<file path="config.mk">
export PLATFORM = sky130hd
export DESIGN_NAME = ptc_front
export DESIGN_NICKNAME = d
export VERILOG_FILES = /design/src/design/ptc_pkg.sv /design/src/design/ptc_front.sv
export SDC_FILE = /design/constraint.sdc
export NUM_CORES = 2
export LEC_CHECK = 0
export ABC_AREA = 1
export BUFFER_PORTS_ARGS = -buffer_cell sky130_fd_sc_hd__buf_4
export CAP_MARGIN = 20
export CORE_ASPECT_RATIO = 0.5
export CORE_MARGIN = 2
export CORE_UTILIZATION = 42
export DETAILED_ROUTE_END_ITERATION = 6
export SLEW_MARGIN = 30
export SYNTH_ARGS = -nofsm -noshare
export SYNTH_HDL_FRONTEND = slang
export SYNTH_SLANG_ARGS = --single-unit
</file>
<file path="constraint.sdc">
create_clock -name clk_i -period 13.05 [get_ports clk_i]
set_input_delay 2.61 -clock clk_i [delete_from_list [all_inputs] [get_ports clk_i]]
set_output_delay 2.61 -clock clk_i [all_outputs]
set_load 0.03 [all_outputs]
</file>
<file path="src/design/ptc_pkg.sv">
// shared types, constants and helpers for the pressure/temperature compensation block
// no dependencies
package ptc_pkg;

  localparam int NumRegs      = 6;
  localparam int AddrW        = 5;
  localparam int DataW        = 32;
  localparam int FifoDepthDef = 8;
  localparam int MulLat       = 2;
  localparam int DivBits      = 64;
  localparam int FrontStages  = 4;

  typedef enum logic [2:0] {
    RegT1T2 = 3'd0,
    RegT3P1 = 3'd1,
    RegP2P3 = 3'd2,
    RegP4P5 = 3'd3,
    RegP6P7 = 3'd4,
    RegP8P9 = 3'd5
  } reg_idx_e;

  typedef logic [NumRegs-1:0][DataW-1:0] calib_t;

  // word handed from the temperature front to the pressure back
  typedef struct packed {
    logic [31:0] t_fine;
    logic [31:0] temp;
    logic [19:0] adc_p;
  } tword_t;

  // per-item control traveling alongside the pressure datapath
  typedef struct packed {
    logic        vld;
    logic [31:0] temp;
    logic [19:0] adc_p;
    logic        fault;
  } meta_t;

  function automatic logic [63:0] sx16(input logic [15:0] v);
    sx16 = {{48{v[15]}}, v};
  endfunction

  function automatic logic [63:0] zx16(input logic [15:0] v);
    zx16 = {48'b0, v};
  endfunction

endpackage

</file>
<file path="src/design/ptc_front.sv">
// temperature front: four stages, 32-bit wrapping, yields t_fine and centidegrees
// uses ptc_pkg for calibration and word types
module ptc_front (
  input  logic                clk_i,
  input  logic                rst_ni,
  input  ptc_pkg::calib_t     calib_i,
  input  logic                vld_i,
  input  logic [19:0]         adc_t_i,
  input  logic [19:0]         adc_p_i,
  output logic                vld_o,
  output ptc_pkg::tword_t     word_o,
  output logic [2:0]          busy_o
);
  import ptc_pkg::*;

  logic [FrontStages-1:0] v_q;
  logic [31:0] t1, t2, t3;
  logic [31:0] x1_q, d_q, m1_q, dd_q, a_q, m3_q;
  logic [31:0] x1_d, d_d, tf, tf5;
  logic [19:0] p1_q, p2_q, p3_q;
  tword_t      w_q;

  assign t1   = {16'b0, calib_i[RegT1T2][15:0]};
  assign t2   = {{16{calib_i[RegT1T2][31]}}, calib_i[RegT1T2][31:16]};
  assign t3   = {{16{calib_i[RegT3P1][15]}}, calib_i[RegT3P1][15:0]};
  assign x1_d = {15'b0, adc_t_i[19:3]} - (t1 << 1);
  assign d_d  = {16'b0, adc_t_i[19:4]} - t1;
  assign tf   = a_q + 32'($signed(m3_q) >>> 14);
  assign tf5  = (tf << 2) + tf + 32'd128;

  always_ff @(posedge clk_i) begin
    x1_q <= x1_d;
    d_q  <= d_d;
    p1_q <= adc_p_i;
    m1_q <= x1_q * t2;
    dd_q <= d_q * d_q;
    p2_q <= p1_q;
    a_q  <= 32'($signed(m1_q) >>> 11);
    m3_q <= 32'($signed(dd_q) >>> 12) * t3;
    p3_q <= p2_q;
    w_q.t_fine <= tf;
    w_q.temp   <= 32'($signed(tf5) >>> 8);
    w_q.adc_p  <= p3_q;
  end

  always_ff @(posedge clk_i or negedge rst_ni) begin
    if (!rst_ni) begin
      v_q <= '0;
    end else begin
      v_q <= {v_q[FrontStages-2:0], vld_i};
    end
  end

  assign vld_o  = v_q[FrontStages-1];
  assign word_o = w_q;
  assign busy_o = 3'($countones(v_q));

endmodule

</file>
==> After elaboration in Yosys (flattened, before gate mapping) <==
Index checks and enable logic that the tools add are counted.
{ "totals": {"register_bits": 292, "inputBits": 235, "out_inout_bits": 88} }
{ "classes": {"add_sub_neg": 8, "n_mul": 3} }
{ "op_table": {"columns": ["cell", "count"], "rows": [
  ["$add 32x32->32", 1],
  ["$add 32x8->32 const B", 1],
  ["$mul 17x17->32", 1],
  ["$mul 18x16->32", 1],
  ["$mul 20x16->32", 1],
  ["$add 21x18->22", 1],
  ["$sub 17x17->18", 1],
  ["$sub 16x16->17", 1],
  ["$add 1x1->2", 2],
  ["$add 3x3->3", 1]
]} }

==> Logic depth before layout (Yosys ltp) <==
{ "depth": {"word_depth": 3, "ltp_mapped": 28, "mapped_depth_nobuf": 26} }

==> Worst setup path after synthesis <==
Ideal clock, no wire load.
{ "synth_timing": {"kind": "input port to flip-flop", "from": "input port calib_i[23] (netlist bit)", "to": "register m1_q[19]", "arrival_time_ns": 7.521, "required_ns": 12.930, "setup_slack_ns": 5.410, "cell_stages": 23, "n_path_buf": 2, "path_cell_list": "clkbuf_1 clkbuf_1 nand2_1 fa_1 inv_1 fa_1 inv_1 fa_1 inv_1 fa_1 fa_1 inv_1 fa_1 inv_1 ha_1 nand2_1 inv_1 a21oi_1 a21boi_0 nand2_1 nand2_1 nand2_1 xor2_1"} }
{ "synth_between": {"elab_chain_len": 1} }
{ "synth_rtl": {"columns": ["element", "line_no", "source"], "rows": [
  ["from (decl)", "ptc_front.sv:6", "input ptc_pkg::calib_t calib_i,"],
  ["$mul 18x16->32", "ptc_front.sv:35", "m1_q <= x1_q * t2;"],
  ["to (signal assigned)", "ptc_front.sv:35", null],
  ["to (decl)", "ptc_front.sv:18", "logic [31:0] x1_q, d_q, m1_q, dd_q, a_q, m3_q;"]
]} }
No other way between the ends.

==> Worst setup path after layout <==
{ "layout_timing": {"from": "input port calib_i[17] (netlist bit)", "to": "register m1_q[30]"} }
Same word-level chain as after synthesis.

==> results.toml <==
[outcome]
status = "completed"

[synth]
synth_cell_types = 45
ys_ff_latch = 228
yosysWarnings = 0
syn_avg_cell_area_um2 = 7.966
synth_nets = 6478
syn_area_um2 = 40640
seq_area_frac_synth = 0.1128
netlist_instances = 5101

[grt]
globalRoute.busiestLayer = "met2"
grt_pass1_wl_um = 170100
use_met3 = 0.02468
grt_antenna_before_repair = 1
grt_max_degree = 37
grt_pass1_vias = 32910
grt_use_met1 = 0.2984
overflow = 0
grt_usage = 0.2124
grtUsageMet2 = 0.3574

[final_layout]
design_area_um2 = 43710
num-nets-final = 6521
n_antenna_cell = 0
layout_common_cells = "inv_1 (1,507), nand2_1 (1,192), fa_1 (817), ha_1 (325), dfxtp_1 (224)"
syn2layout_area_growth_pct = 7.575
drive_above_1_share = 0.05114
layout_commonest_cell = "inv_1"

[place]
gp_congestion = 0.9078
placed_area_um2 = 42930
io_buffers = 175
dp_hpwl_um = 83090

[cts]
cts.clk_slew.worst_paths_ps = 70
cts_sinks = 228
hold_buffers = 0
cts_buffer_depth = 3
clock_latency_ps = 590
ctsHtreeMaxLevel = 1
cts_tree = "done"
postCtsSetupRepairBufs = 0
cts_resized = 0
cts_buffers = 24
cts-root-buf = "clkbuf_16"

[timing]
fmax_ghz = 0.1271
worst_pin_slew_ps = 1004
setup_violations = 0
min_period_over_period = 0.6028
fin_crit_ps = 7867
slew-limit-headroom = 0.3295
finClkSkew_ps = 47.60
finalHoldViolCount = 0
rsz0062_at_grt = "no"
final.setup.tns_ps = 0
report.final.slew_viol_count = 0

[routing]
firstDrtPassIters = 6
drtAntennaViolNets = 0
vias_per_cell = 4.820
post-route-drc-count = 0
drt-initial-drc-count = 1756
wirelength_um = 101700
via_count = 31000
avgRoutedWirePerCell_um = 15.81

[critical_path]
end_kind = "flop"
path_max_fanout = 17
path_class = "primary input to flop"
crit_required_ps = 13480
critPathLaunchType = "primary input"
crit_arrival_ps = 8300

[die]
dieWidth_um = 443.9
placementRows = 80
coreArea_um2 = 95590
io_pins = 323
die-area_um2 = 99410
die_y_um = 223.9
initial_core_util = 0.4251

[job]
drv_cap = 0

[worst_hold_path]
hp-class = "flop to flop"
[flip-flops by register name, indices dropped and copies added (netlist names)]
name,cells
p3_q,20
x1_q,1
p2_q,20
p1_q,20
d_q,17
m1_q,21
v_q,4
a_q,21
dd_q,20
word_o,66
m3_q,18
[final cells by class]
class / count / area, µm²
Clock inverter: 18 / 166.4
Timing Repair Buffer: 193 / 1449
Fill cell: 9491 / 51880
Tap cell: 1271 / 1590
Clock buffer: 26 / 618.1
Multi-Input combinational cell: 3187 / 29640
Sequential cell: 228 / 4584
Inverter: 1510 / 5668
[cells in the mapped netlist (all sizes together)]
cell	number	area, µm²
nand2	1197	4506
clkbuf	139	523.0
inv	1510	5668
or2	15	93.85
o21ai	86	434.2
nor2	202	760.7
xor2	79	699.4
a211oi	1	7.510
a31o	1	8.760
nand3b	9	67.56
ha	325	4066
xnor2	34	297.8
nand2b	2	12.51
a21oi	160	800.8
o21bai	18	138.9
o211ai	5	37.54
buf	37	222.7
a31oi	7	43.79
dfrtp	4	100.1
fa	817	16360
nor3b	1	7.510
a21boi	9	67.56
and3	2	12.51
nor4	11	68.82
nand4	16	100.1
o31ai	1	7.510
nand3	128	650.6
a21o	23	172.7
dfxtp	224	4484
o2111ai	1	8.760
o21a	10	75.07
nor3	27	135.1
[worst paths after layout]
path                                        from               end  slack [ps]  cells past startpoint
max in group asynchronous                 rst_ni  v_q[3]$_DFF_PN0_       11120                      1
worst min register to register  m1_q[21]$_DFF_P_   a_q[10]$_DFF_P_         320                      0
min in group asynchronous                 rst_ni  v_q[0]$_DFF_PN0_        1830                      1
worst max-delay path                 calib_i[17]  m1_q[30]$_DFF_P_        5180                     20
worst max register to register    d_q[2]$_DFF_P_  dd_q[31]$_DFF_P_        6450                     21
worst min-delay path            m1_q[21]$_DFF_P_   a_q[10]$_DFF_P_         320                      0
[layer usage]
metal	vias to the layer above	wire length, µm
li1	14680	-
met2	800	47940
met1	15410	46610
met3	115	5477
met5	-	0
met4	0	1696
[metrics by stage]
| step | hold WS [ps] | instances | util | setup WS, ps |
|---|---|---|---|---|
| finish | 316.9 | 6433 | 0.4573 | 5183 |
| global route | 323.4 | 6433 | 0.4573 | 4947 |
| CTS | 320.6 | 6433 | 0.4573 | 5273 |
| detailed placement | 312.1 | 6389 | 0.4491 | 4661 |
| global placement | 309.7 | 6389 | 0.4491 | 4639 |
| floorplan | 309.6 | 5101 | - | 5410 |
[kinds of logic (layout without fill, tap and decap cells)]
family          after synthesis  in the layout  share of synthesized area
compound gates              322            322                    0.04437
xor+xnor                    113            113                    0.02454
fa+ha+maj                  1142           1142                     0.5026
buf+inv                    1686           1747                     0.1578
flops                       228            228                     0.1128
simple gates               1610           1610                     0.1579
[critical path, cell delays in order]
cell and delay [ps]:
buf_4 200, nand2_1 150, inv_1 110, fa_1 720
inv_1 140, fa_1 770, inv_1 210, fa_1 500
fa_1 570, fa_1 440, fa_1 440, ha_1 390
a21oi_1 230, o21bai_1 80, a21oi_1 160, o21ai_0 100
a21oi_1 210, nand2_1 80, nand2_1 70, nand2_1 110
Power is left out: the tool's default activity adds up to more than one toggle a clock period on the data nets, which glitch-free logic cannot reach.
