## src/design/ptc_pkg.sv

```systemverilog
// shared types, constants and helpers for the pressure/temperature compensation block
// no dependencies
package ptc_pkg;

  localparam int NumRegs      = 6;
  localparam int AddrW        = 5;
  localparam int DataW        = 32;
  localparam int FifoDepthDef = 8;
  localparam int MulLat       = 2;
  localparam int DivBits      = 64;
  localparam int FrontStages  = 4;

  typedef enum logic [2:0] {
    RegT1T2 = 3'd0,
    RegT3P1 = 3'd1,
    RegP2P3 = 3'd2,
    RegP4P5 = 3'd3,
    RegP6P7 = 3'd4,
    RegP8P9 = 3'd5
  } reg_idx_e;

  typedef logic [NumRegs-1:0][DataW-1:0] calib_t;

  // word handed from the temperature front to the pressure back
  typedef struct packed {
    logic [31:0] t_fine;
    logic [31:0] temp;
    logic [19:0] adc_p;
  } tword_t;

  // per-item control traveling alongside the pressure datapath
  typedef struct packed {
    logic        vld;
    logic [31:0] temp;
    logic [19:0] adc_p;
    logic        fault;
  } meta_t;

  function automatic logic [63:0] sx16(input logic [15:0] v);
    sx16 = {{48{v[15]}}, v};
  endfunction

  function automatic logic [63:0] zx16(input logic [15:0] v);
    zx16 = {48'b0, v};
  endfunction

endpackage

```

## src/design/ptc_fifo.sv

```systemverilog
// small queue between the temperature front and the pressure back
// uses ptc_pkg for the queued word type
module ptc_fifo #(
  parameter int Depth = ptc_pkg::FifoDepthDef
) (
  input  logic                         clk_i,
  input  logic                         rst_ni,
  input  logic                         push_i,
  input  ptc_pkg::tword_t              wdata_i,
  input  logic                         pop_i,
  output ptc_pkg::tword_t              rdata_o,
  output logic                         empty_o,
  output logic [$clog2(Depth+1)-1:0]   count_o
);
  import ptc_pkg::*;

  localparam int PtrW = (Depth > 1) ? $clog2(Depth) : 1;
  localparam int CntW = $clog2(Depth+1);

  tword_t            mem_q [Depth];
  logic [PtrW-1:0]   wr_q, rd_q;
  logic [CntW-1:0]   cnt_q;
  logic              full;

  assign full    = cnt_q == CntW'(Depth);
  assign empty_o = cnt_q == '0;
  assign rdata_o = mem_q[rd_q];
  assign count_o = cnt_q;

  always_ff @(posedge clk_i) begin
    if (push_i) mem_q[wr_q] <= wdata_i;
  end

  always_ff @(posedge clk_i or negedge rst_ni) begin
    if (!rst_ni) begin
      wr_q  <= '0;
      rd_q  <= '0;
      cnt_q <= '0;
    end else begin
      if (push_i) wr_q <= (wr_q == PtrW'(Depth-1)) ? '0 : wr_q + 1'b1;
      if (pop_i)  rd_q <= (rd_q == PtrW'(Depth-1)) ? '0 : rd_q + 1'b1;
      if (push_i && !pop_i) cnt_q <= cnt_q + 1'b1;
      else if (!push_i && pop_i) cnt_q <= cnt_q - 1'b1;
    end
  end

  a_no_overflow: assert property (@(posedge clk_i) disable iff (!rst_ni)
    push_i |-> (!full || pop_i)) else $error("queue written while full");
  a_no_underflow: assert property (@(posedge clk_i) disable iff (!rst_ni)
    pop_i |-> !empty_o) else $error("queue read while empty");

endmodule

```

## config.mk

```make
export PLATFORM = sky130hd
export DESIGN_NAME = ptc_fifo
export DESIGN_NICKNAME = d
export VERILOG_FILES = /design/src/design/ptc_pkg.sv /design/src/design/ptc_fifo.sv
export SDC_FILE = /design/constraint.sdc
export NUM_CORES = 1
export LEC_CHECK = 0
export BUFFER_PORTS_ARGS = -buffer_cell sky130_fd_sc_hd__clkbuf_2
export CORE_MARGIN = 3
export CORE_UTILIZATION = 65
export CTS_BUF_LIST = sky130_fd_sc_hd__clkbuf_4 sky130_fd_sc_hd__clkbuf_8
export CTS_CLUSTER_DIAMETER = 120
export DETAILED_ROUTE_END_ITERATION = 16
export GPL_TIMING_DRIVEN = 0
export HOLD_SLACK_MARGIN = 0.12
export PLACE_DENSITY_LB_ADDON = 0.05
export SYNTH_ARGS = -nofsm -noshare
export SYNTH_HDL_FRONTEND = slang
export SYNTH_SLANG_ARGS = --single-unit
```

## constraint.sdc

```tcl
create_clock -name clk_i -period 12.6 [get_ports clk_i]
set_input_delay 0.63 -clock clk_i [delete_from_list [all_inputs] [get_ports clk_i]]
set_output_delay 0.63 -clock clk_i [all_outputs]
set_load 0.1 [all_outputs]
```

# After elaboration in Yosys (flattened, before gate mapping)
# Memory sizes are Yosys's and may differ from the RTL's.
# Cells that the tools add are included.
classes:
  add_sub_neg: 4
  mul: 0
  n_div: 0
  n_lt_le_gt_ge: 0
  eq_ne: 2
  shift: 0
  n_mux: 6
  n_bitwise: 0
  n_reduce_logical: 6
ops:
  columns: ["op", "count"]
  rows:
  - ["2-to-1 mux 4 bit", 2]
  - ["adder 3 x 1 -> 3 bit, second input constant", 2]
  - ["equality test 3 bit, second input constant", 2]
  - ["2-to-1 mux 3 bit", 2]
  - ["adder 4 x 1 -> 4 bit, second input constant", 1]
  - ["zero test 4 bit", 1]
  - ["subtractor 4 x 1 -> 4 bit, second input constant", 1]
  - ["logical AND 1 bit", 2]
  - ["zero test 1 bit", 2]
  - ["2-to-1 mux 1 bit", 2]
  - ["nonzero test 2 bit", 1]
word_totals:
  ff_bits: 10
  latchBits: 0
  mem_bits_rw: 672
  mem_bits_ro: 0
  out_inout_bits: 89
  wordCells: 22
  mem_count: 1
memory_table:
  columns: ["memory", "depth", "width", "rd", "rd_clocked_by_memory_dff", "wr", "line_no", "text"]
  rows:
  - ["mem_q", 8, 84, 1, 0, 1, "ptc_fifo.sv:20", "tword_t mem_q [Depth];"]

# Longest topological paths before layout
depth:
  ltp_word: 4
  depth_mapped: 7
  ltp_nobuf: 7

# Worst setup path before layout
# Ideal clock, no wire load.
synth_timing:
  path_kind: "input to register"
  start: "input push_i"
  end: "memory mem_q[0][0] (netlist name), enable pin"
  arrival_time_ps: 6415
  required_time_ps: 11971
  path_slack_ps: 5556
  path_stages: 2
  n_path_buf: 0
  path_cell_list: "nand2b_1 -> nor3_1"
synth_between:
  elab_chain_len: 2
synth_lines:
  columns: ["item", "line_no", "text"]
  rows:
  - ["from (decl)", "ptc_fifo.sv:8", "input logic push_i,"]
  - ["2-to-1 mux 1 bit", "ptc_fifo.sv:31", "if (push_i) mem_q[wr_q] <= wdata_i;"]
  - ["2-to-1 mux 1 bit (not written as such)", "ptc_fifo.sv:31", null]
  - ["to (decl)", "ptc_fifo.sv:20", null]
# No other way between the ends.

==> metrics.csv <==
stage;metric;value;unit
status;status;finished clean;
grt;largest net degree at the start of global routing;26;
routing;DRT Pass-1 Iters;5;
routing;final wirelength;50160;um
floorplan;Die Y;205.3;um
timing;Final setup viols;0;
setup_path;Setup crit start kind;flip-flop;
worst_hold_path;hold_sp;wdata_i[75];
place;count of buffers from port buffering;176;
logic_synthesis;FF+latch count, synth;682;
setup_path;CP required;11.97;ns
clock_tree;CTS tree;yes;
clock_tree;clk slew on worst S/H paths;0.06;ns
layout;Area Growth Syn to Fin;16.38;%
timing;Total Neg Setup Slack;0;ns
logic_synthesis;Async SR Flop Fraction;1.466;%
logic_synthesis;syn_area_per_cell;24.93;sq um
setup_path;CP endpoint kind;primary output;
logic_synthesis;synth cell count leaders;edfxtp_1, mux4_2, mux2_2, buf_2, clkbuf_1;
grt;initial antenna violation count;6;
logic_synthesis;count leader, synth;edfxtp_1;
routing;DRT iter0 DRCs;906;
timing;Max transition margin;39.69;%
logic_synthesis;synth unique cells;26;
logic_synthesis;Synth area leaders;edfxtp_1, mux4_2, mux2_2, dfrtp_1, buf_6;
layout;Final Non-Filler Cells;1954;
grt;Tot GR Track Use;24.80;%
setup_path;Slowest cell on crit path;buf_1;
timing;fin crit period;3.983;ns
layout;layout cell share with drive strength beyond 1;45.71;%
setup_path;Worst Setup Path Type;reg -> out;
logic_synthesis;Syn Inst Count;1036;
logic_synthesis;syn nets;1132;
logic_synthesis;ys flop type;edfxtp_1;
logic_synthesis;register area share after synthesis;79.10;%
setup_path;Crit path largest cell delay;0.60;ns
grt;wire length of the first global-routing pass;76040;um
worst_hold_path;hold crit path type;in -> reg;
timing;Worst Tran Pin Value;0.8998;ns
clock_tree;Root Buffer;clkbuf_8;
floorplan;FP Rows;72;
layout;cell area after layout;30060;sq um
place;dpl cell area;28150;sq um
routing;Via density;6.073;
setup_path;CP Max Fanout;10;
clock_tree;clk sinks;682;
floorplan;Die X;205.3;um
logic_synthesis;largest area contributor in the netlist;edfxtp_1;
place;Final GP Congestion;0.7199;
timing;clk_skew;0.01511;ns
timing;period utilisation layout;31.61;%
setup_path;worst r2r src;wr_q[2];
logic_synthesis;Netlist Area Pre-Place;25830;sq um
run;max-cap viol count;0;
timing;Hold Vio Cnt, Final;0;
place;DP Wirelength;31800;um
floorplan;starting density of the core;66.36;%
timing;Max Freq;251.1;MHz
setup_path;CP cell instances;buf_2, buf_2, buf_1, mux4_2, mux2_2, clkbuf_2;
grt;vias in the first global route;12496;
logic_synthesis;top cell type's share of synthesized area;78.13;%
floorplan;io pins;177;
layout;nets;1456;
routing;WL/cell;25.67;um
timing;worst hold slack;0.2335;ns
setup_path;Critical Path AT;3.35;ns
place;Cells after DPL;1773;
routing;residual DRC count;0;
clock_tree;CTS Buf Count;102;
setup_path;Crit path top cell by count;buf_2;
setup_path;crit path launch;rd_q[1];
clock_tree;clk_lat worst skew;0.65;ns
clock_tree;CTS max path bufs;3;
clock_tree;htree depth;3;
timing;Pins Over Slew Limit;0;
floorplan;core area;38920;sq um
routing;via count of the routed design;11866;
routing;DRT antenna net count;0;
logic_synthesis;Post-synth EDFFs;672;
grt;global route total overflow;0;
floorplan;die area;42160;sq um
timing;RSZ-0062 raised after global routing;false;
clock_tree;post-CTS resize count;0;
logic_synthesis;Synth Warn #;0;
-- kinds of logic (layout without fill, tap and decap cells) --
family,after synthesis,after routing,share of synthesized area [%]
xor gates and xnor gates,2,2,0.06784
and+or+nand+nor,26,26,0.4990
adders and majority gates,8,8,0.4166
buffers and inverters,52,449,1.148
muxes,258,258,18.57
other,0,3,0
DFF,682,682,79.10
AOI/OAI and AO/OA,8,8,0.1986
-- state kept, by name (all words and copies together) (netlist names) --
name and count:
wr_q 3, mem_q 672, rd_q 3, count_o 4
-- worst paths after layout --
path / endpoint / slack [ns] / cells after the start
setup reg to reg: mem_q[0][56] / 9.71 / 8
max in group asynchronous: rd_q[2] / 11.99 / 2
setup / recovery: rdata_o[61] / 8.62 / 6
hold / removal: mem_q[7][75] / 0.23 / 1
hold reg to reg: count_o[2] / 0.57 / 2
min in group asynchronous: count_o[1] / 0.39 / 2
-- critical path: cells and delay by family (launching register included) --
kind     cells  cell delay (ns)
buf+inv      4             1.61
flops        1             0.37
mux          2             0.70
-- layer usage --
metal  global-route usage, %  vias up  wire length (um)
met3                   6.534       84              3746
met4                   7.298        6               994
li1                        -     5132                 -
met5                       0        -                41
met2                   38.99      403             25070
met1                   35.44     6241             20300
-- final cells by class --
| type | instances | area (sq um) |
|---|---|---|
| Clock inverter | 44 | 214.0 |
| Buffer | 48 | 281.5 |
| Antenna cell | 3 | 7.507 |
| Sequential cell | 682 | 20430 |
| Timing Repair Buffer | 220 | 1632 |
| Tap cell | 518 | 648.1 |
| Fill cell | 2061 | 8860 |
| Multi-Input combinational cell | 302 | 5156 |
| Clock buffer | 133 | 1674 |
| Inverter | 4 | 15.01 |
-- layout by cell type (no fill, tap or decap), types with 6 or more instances in the layout --
cell      instances
clkbuf_1         15
mux2_2           89
buf_6            29
edfxtp_1        672
buf_16            7
buf_1             7
clkbuf_2        176
clkinv_2          8
nor2_4            6
clkbuf_4         25
buf_12           15
ha_1              7
clkbuf_8        108
mux4_2          168
clkinv_1         32
dfrtp_1          10
buf_2            15
-- through the flow --
step / setup WS, ns / utilization (%)
2_1_floorplan: 5.556 / -
3_3_place_gp: -0.3724 / 70.29
3_5_place_dp: 9.251 / 72.34
4_1_cts: 8.517 / 77.22
5_1_grt: 8.432 / 77.23
6_report: 8.617 / 77.23
-- timing repair --
action,in CTS,in global routing
buffers inserted,0,0
hold buffers,1,0
hold endpoints to repair,10,0
Power is left out: the tool's default activity adds up to more than one toggle a clock period on the data nets, which glitch-free logic cannot reach.
